<file path="config.mk">
export PLATFORM = sky130hd
export DESIGN_NAME = csrspmv_queue
export DESIGN_NICKNAME = d
export VERILOG_FILES = /design/src/sv/assert_macros.svh /design/src/sv/csrspmv_pkg.sv /design/src/sv/csrspmv_queue.sv
export SDC_FILE = /design/constraint.sdc
export NUM_CORES = 1
export LEC_CHECK = 0
export BUFFER_PORTS_ARGS = -buffer_cell sky130_fd_sc_hd__buf_2
export CAP_MARGIN = 10
export CORE_ASPECT_RATIO = 1.75
export CORE_UTILIZATION = 57
export DETAILED_ROUTE_END_ITERATION = 8
export HOLD_SLACK_MARGIN = 0.05
export PLACE_DENSITY = 0.79
export SLEW_MARGIN = 20
export SYNTH_ARGS = -nofsm -noshare
export SYNTH_HDL_FRONTEND = slang
export SYNTH_SLANG_ARGS = --single-unit
</file>
<file path="constraint.sdc">
create_clock -name clk_i -period 4.6 [get_ports clk_i]
set_input_delay 0.46 -clock clk_i [delete_from_list [all_inputs] [get_ports clk_i]]
set_output_delay 0.46 -clock clk_i [all_outputs]
set_load 0.05 [all_outputs]
</file>
<file path="src/sv/assert_macros.svh">
// ---------------------------------------------------------------------------
// Assertion macros
// Concurrent assertion shorthands; they compile to nothing when SYNTH is set.
// ---------------------------------------------------------------------------
`ifndef ASSERT_MACROS_SVH
`define ASSERT_MACROS_SVH
`ifndef SYNTH
// Same-cycle implication, disabled during reset.
`define ASSERT_IMPL(lbl, clk, rst_n, ante, cons) \
  lbl: assert property (@(posedge clk) disable iff (!rst_n) (ante) |-> (cons)) \
    else $error("assertion failed");
// Next-cycle implication, disabled during reset.
`define ASSERT_NEXT(lbl, clk, rst_n, ante, cons) \
  lbl: assert property (@(posedge clk) disable iff (!rst_n) (ante) |=> (cons)) \
    else $error("assertion failed");
`else
`define ASSERT_IMPL(lbl, clk, rst_n, ante, cons)
`define ASSERT_NEXT(lbl, clk, rst_n, ante, cons)
`endif
`endif

</file>
<file path="src/sv/csrspmv_pkg.sv">
// ---------------------------------------------------------------------------
// CSR SpMV package
// Shared widths, item mode codes and the front-to-back operation record.
// ---------------------------------------------------------------------------
package csrspmv_pkg;

  localparam int unsigned ModeW   = 2;
  localparam int unsigned IdxW    = 10;
  localparam int unsigned ValW    = 32;
  localparam int unsigned AccW    = 64;
  localparam int unsigned RowNumW = 16;
  localparam int unsigned QDepth  = 4;
  localparam int unsigned QPtrW   = $clog2(QDepth);
  localparam int unsigned QLvlW   = $clog2(QDepth + 1);

  typedef enum logic [ModeW-1:0] {
    MODE_LOAD    = 2'd0,
    MODE_NONZERO = 2'd1,
    MODE_EMPTY   = 2'd2,
    MODE_UNUSED  = 2'd3
  } csrspmv_mode_e;

  // One queued operation: a product to accumulate, optionally closing the row.
  typedef struct packed {
    logic signed [AccW-1:0] prod;
    logic                   close;
    logic signed [ValW-1:0] rhs;
  } csrspmv_op_t;

endpackage

</file>
<file path="src/sv/csrspmv_queue.sv">
// ---------------------------------------------------------------------------
// CSR SpMV operation queue
// Short FIFO that decouples the product front end from the accumulator.
// ---------------------------------------------------------------------------
module csrspmv_queue
  import csrspmv_pkg::*;
(
  input  logic             clk_i,
  input  logic             rst_ni,
  input  logic             push_i,
  input  csrspmv_op_t      push_op_i,
  input  logic             pop_i,
  output logic             head_valid_o,
  output csrspmv_op_t      head_op_o,
  output logic [QLvlW-1:0] level_o
);

  csrspmv_op_t      entry_q [QDepth];
  logic [QPtrW-1:0] wr_ptr_q, wr_ptr_d;
  logic [QPtrW-1:0] rd_ptr_q, rd_ptr_d;
  logic [QLvlW-1:0] level_q, level_d;

  always_comb begin
    wr_ptr_d = push_i ? wr_ptr_q + QPtrW'(1) : wr_ptr_q;
    rd_ptr_d = pop_i  ? rd_ptr_q + QPtrW'(1) : rd_ptr_q;
    level_d  = level_q + QLvlW'(push_i) - QLvlW'(pop_i);
  end

  always_ff @(posedge clk_i or negedge rst_ni) begin
    if (!rst_ni) begin
      wr_ptr_q <= '0;
      rd_ptr_q <= '0;
      level_q  <= '0;
    end else begin
      wr_ptr_q <= wr_ptr_d;
      rd_ptr_q <= rd_ptr_d;
      level_q  <= level_d;
    end
  end

  always_ff @(posedge clk_i) begin
    if (push_i) begin
      entry_q[wr_ptr_q] <= push_op_i;
    end
  end

  assign head_valid_o = (level_q != '0);
  assign head_op_o    = entry_q[rd_ptr_q];
  assign level_o      = level_q;

endmodule

</file>
==> metrics.md <==
| Metric | Value |
|---|---|
| Run status | finished clean |
| Maximum buffer depth of the clock tree | 3 |
| Final GP Congestion | 0.706 |
| Total wire length | 26.9 mm |
| RSZ-0062 raised after global routing | no |
| Peak VDD IR | 0.554 mV |
| DRT iter0 DRCs | 384 |
| Transition time at the pin with the least slew margin | 1.08 ns |
| Path type of the worst min-delay path | input port to flop |
| DRC violations left | 0 |
| Area growth, synth to finish | 17.7% |
| Total Nets Final | 875 |
| Antenna violations before repair | 7 |
| Synth warnings | 0 |
| Avg WL per Cell | 24.2 um |
| Required time reported for the critical path endpoint | 4.14 ns |
| Via total after detailed routing | 6441 |
| Yosys reg bits | 395 |
| Count of input and output buffers | 201 |
| Post-synthesis cell area | 0.0143 mm^2 |
| Synthesized net count | 648 |
| Area contributors post-synth | edfxtp_1 81%, mux4_2 15%, dfrtp_1 1.2%, ha_1 0.52%, buf_2 0.42% |
| Post-CTS setup buffer count | 0 |
| Final sum of negative setup slack | 0 ns |
| Data arrival, critical path | 2.75 ns |
| Placed inst area | 0.0157 mm^2 |
| Clock tree from TritonCTS | done |
| Overall power consumption | 12.6 mW |
| Initial core utilization | 58.3% |
| Final setup slack of the worst path | 1.39 ns |
| Global router's overall resource usage | 21.7% |
| Worst Hold Slack | 0.153 ns |
| Grt total ovfl | 0 |
| Die W | 122 um |
| Drt first pass iters | 4 |
| Total die area | 0.0258 mm^2 |
| Cell leakage power | 5.78 nW |
| Detailed placer's ending HPWL | 16.1 mm |
| Boundary pin count | 202 |
| Worst setup timing slack at the placement stage | 1.89 ns |
| Count of placed standard cells including taps | 1041 |
| Post-synthesis average cell area | 26.6 um^2 |
| Worst skew pair latency | 0.51 ns |
| Vert. Die Dim | 212 um |
| Power per Cell Area | 749 mW/mm^2 |
| Final critical path time including I/O delays and setup | 3.21 ns |
| Remaining max-slew budget at the tightest pin | 28.3% |
| Buffer type at the clock tree root | clkbuf_16 |
| Post-cts hold buffer count | 1 |
| Commonest register cell after synthesis | edfxtp_1 |
| Layout Skew | 0.0150 ns |
| Remaining antenna violation count after routing | 0 |
| Clock transition at path regs | 0.07 ns |
| Critical path type | flop to output port |
| Post-layout utilization of the core | 68.6% |
| Category of the worst setup path capture point | output port |
| Number of cells upsized or downsized after cts | 0 |
| Number of standard-cell rows in the floorplan | 76 |
| Maximum number of pins on one net before global-route repair | 72 |
| Post-synthesis async set-or-reset flop share | 1.77% |
| Dominant cell type by area after synthesis | edfxtp_1 |
| Cell count after synthesis | 540 |
| Setup-violating endpoint count in the final report | 0 |
| Biggest fanout along the worst timing path | 47 |
| Via count of the first global-routing pass | 7160 |
| Total count of max-transition violations in the final report | 0 |
| TritonCTS sink count | 395 |
| Filler Cell Count | 1478 |
| Max-capacitance violation count | 0 |
| Number of clock buffers inserted by TritonCTS | 35 |
| Core region area | 0.0246 mm^2 |
| Ratio of routed vias to standard cells | 5.81 |
| Wire length of the first global-routing pass | 40.1 mm |
| Finished layout cell area | 0.0169 mm^2 |
| Final std cells w/o fill | 1109 |
| Clock H-tree levels | 2 |
| Most numerous cell types in the synthesized netlist | 388 x edfxtp_1, 97 x mux4_2, 12 x buf_2 |
| Count of flip-flops with a built-in enable after synthesis | 388 |
| Final cycle utilization of the critical path | 69.8% |
| Number of library cell types mapped by synthesis | 17 |
| Maximum clock rate | 311 MHz |
| Most used standard cell by instance count after synthesis | edfxtp_1 |
| Share of layout cells above drive strength 1 | 46.2% |
| Top-area cell type share of the netlist area | 81.2% |
| Register area share after synthesis | 82.4% |
| Total count of hold-check failures in the final report | 0 |
| Critical Path Start Type | flop |
-- kinds of logic (layout without fill, tap and decap cells) --
kind of cell / count (synthesis) / count (layout) / share of synthesized area, %
compound gates: 1 / 1 / 0.0348
xor+xnor: 5 / 5 / 0.305
fa+ha+maj: 7 / 7 / 0.663
buf+inv: 28 / 278 / 1.08
flops: 395 / 395 / 82.4
mux: 97 / 97 / 15.2
other cells: 0 / 7 / 0
simple gates: 7 / 7 / 0.270
-- critical path: stages, from the launching register on --
cell     delay, ns
dfrtp_4       0.91
buf_12        0.39
mux4_2        0.60
buf_2         0.24
-- final cells by class --
class	count	area, um^2	share of cell area (%)
antenna	7	17.5	0.104
clock buffer	41	941	5.57
clock inverter	19	201	1.19
inverter	6	22.5	0.133
multi-input combinational	117	2380	14.1
sequential	395	11800	70.1
tap	312	390	2.31
timing repair buffer	212	1100	6.53
-- layout by cell type, fill, tap and decap left out --
cell type / n
edfxtp_1: 388
buf_2: 201
mux4_2: 97
clkbuf_16: 37
buf_4: 9
diode_2: 7
inv_1: 6
ha_1: 6
clkinv_1: 5
clkinv_2: 5
clkinvlp_4: 5
dfrtp_1: 5
and2_4: 4
bufinv_16: 4
clkbuf_1: 4
xor2_1: 3
xnor2_1: 2
nand2_1: 2
dfrtp_4: 2
or3_1: 1
o21ai_0: 1
fa_1: 1
dlygate4sd3_1: 1
buf_12: 1
-- flip-flops by register name, summed over array words and instances, names as in the netlist --
register and count:
wr_ptr_q 2, rd_ptr_q 2, level_o 3, entry_q 388
-- final timing paths --
check                           slack [ns]     startpoint  depth (start not counted)        endpoint
worst max-delay path                  1.39    rd_ptr_q[0]                          3   head_op_o[72]
worst min-delay path                  0.15  push_op_i[54]                          1  entry_q[0][54]
min in group asynchronous             0.30         rst_ni                          2      level_o[2]
worst min register to register        0.49     level_o[2]                          1      level_o[2]
worst max register to register        2.21    wr_ptr_q[1]                          4  entry_q[1][45]
max in group asynchronous             4.12         rst_ni                          2     rd_ptr_q[1]
-- per-layer routing --
layer | up-vias | track usage, % | part of all wire [%]
met4 | 2 | 10.2 | 3.7
met3 | 66 | 4.55 | 5.9
met1 | 3356 | 24.7 | 35
met2 | 234 | 38.5 | 55
met5 | - | 0 | 0.037
li1 | 2783 | - | -
-- power by group --
group,internal [mW],leakage [nW],switching (mW)
Clock,1.69,0.545,1.21
Combinational,1.39,1.59,3.28
Sequential,4.72,3.64,0.361
Power figures use the tool's default switching activity.
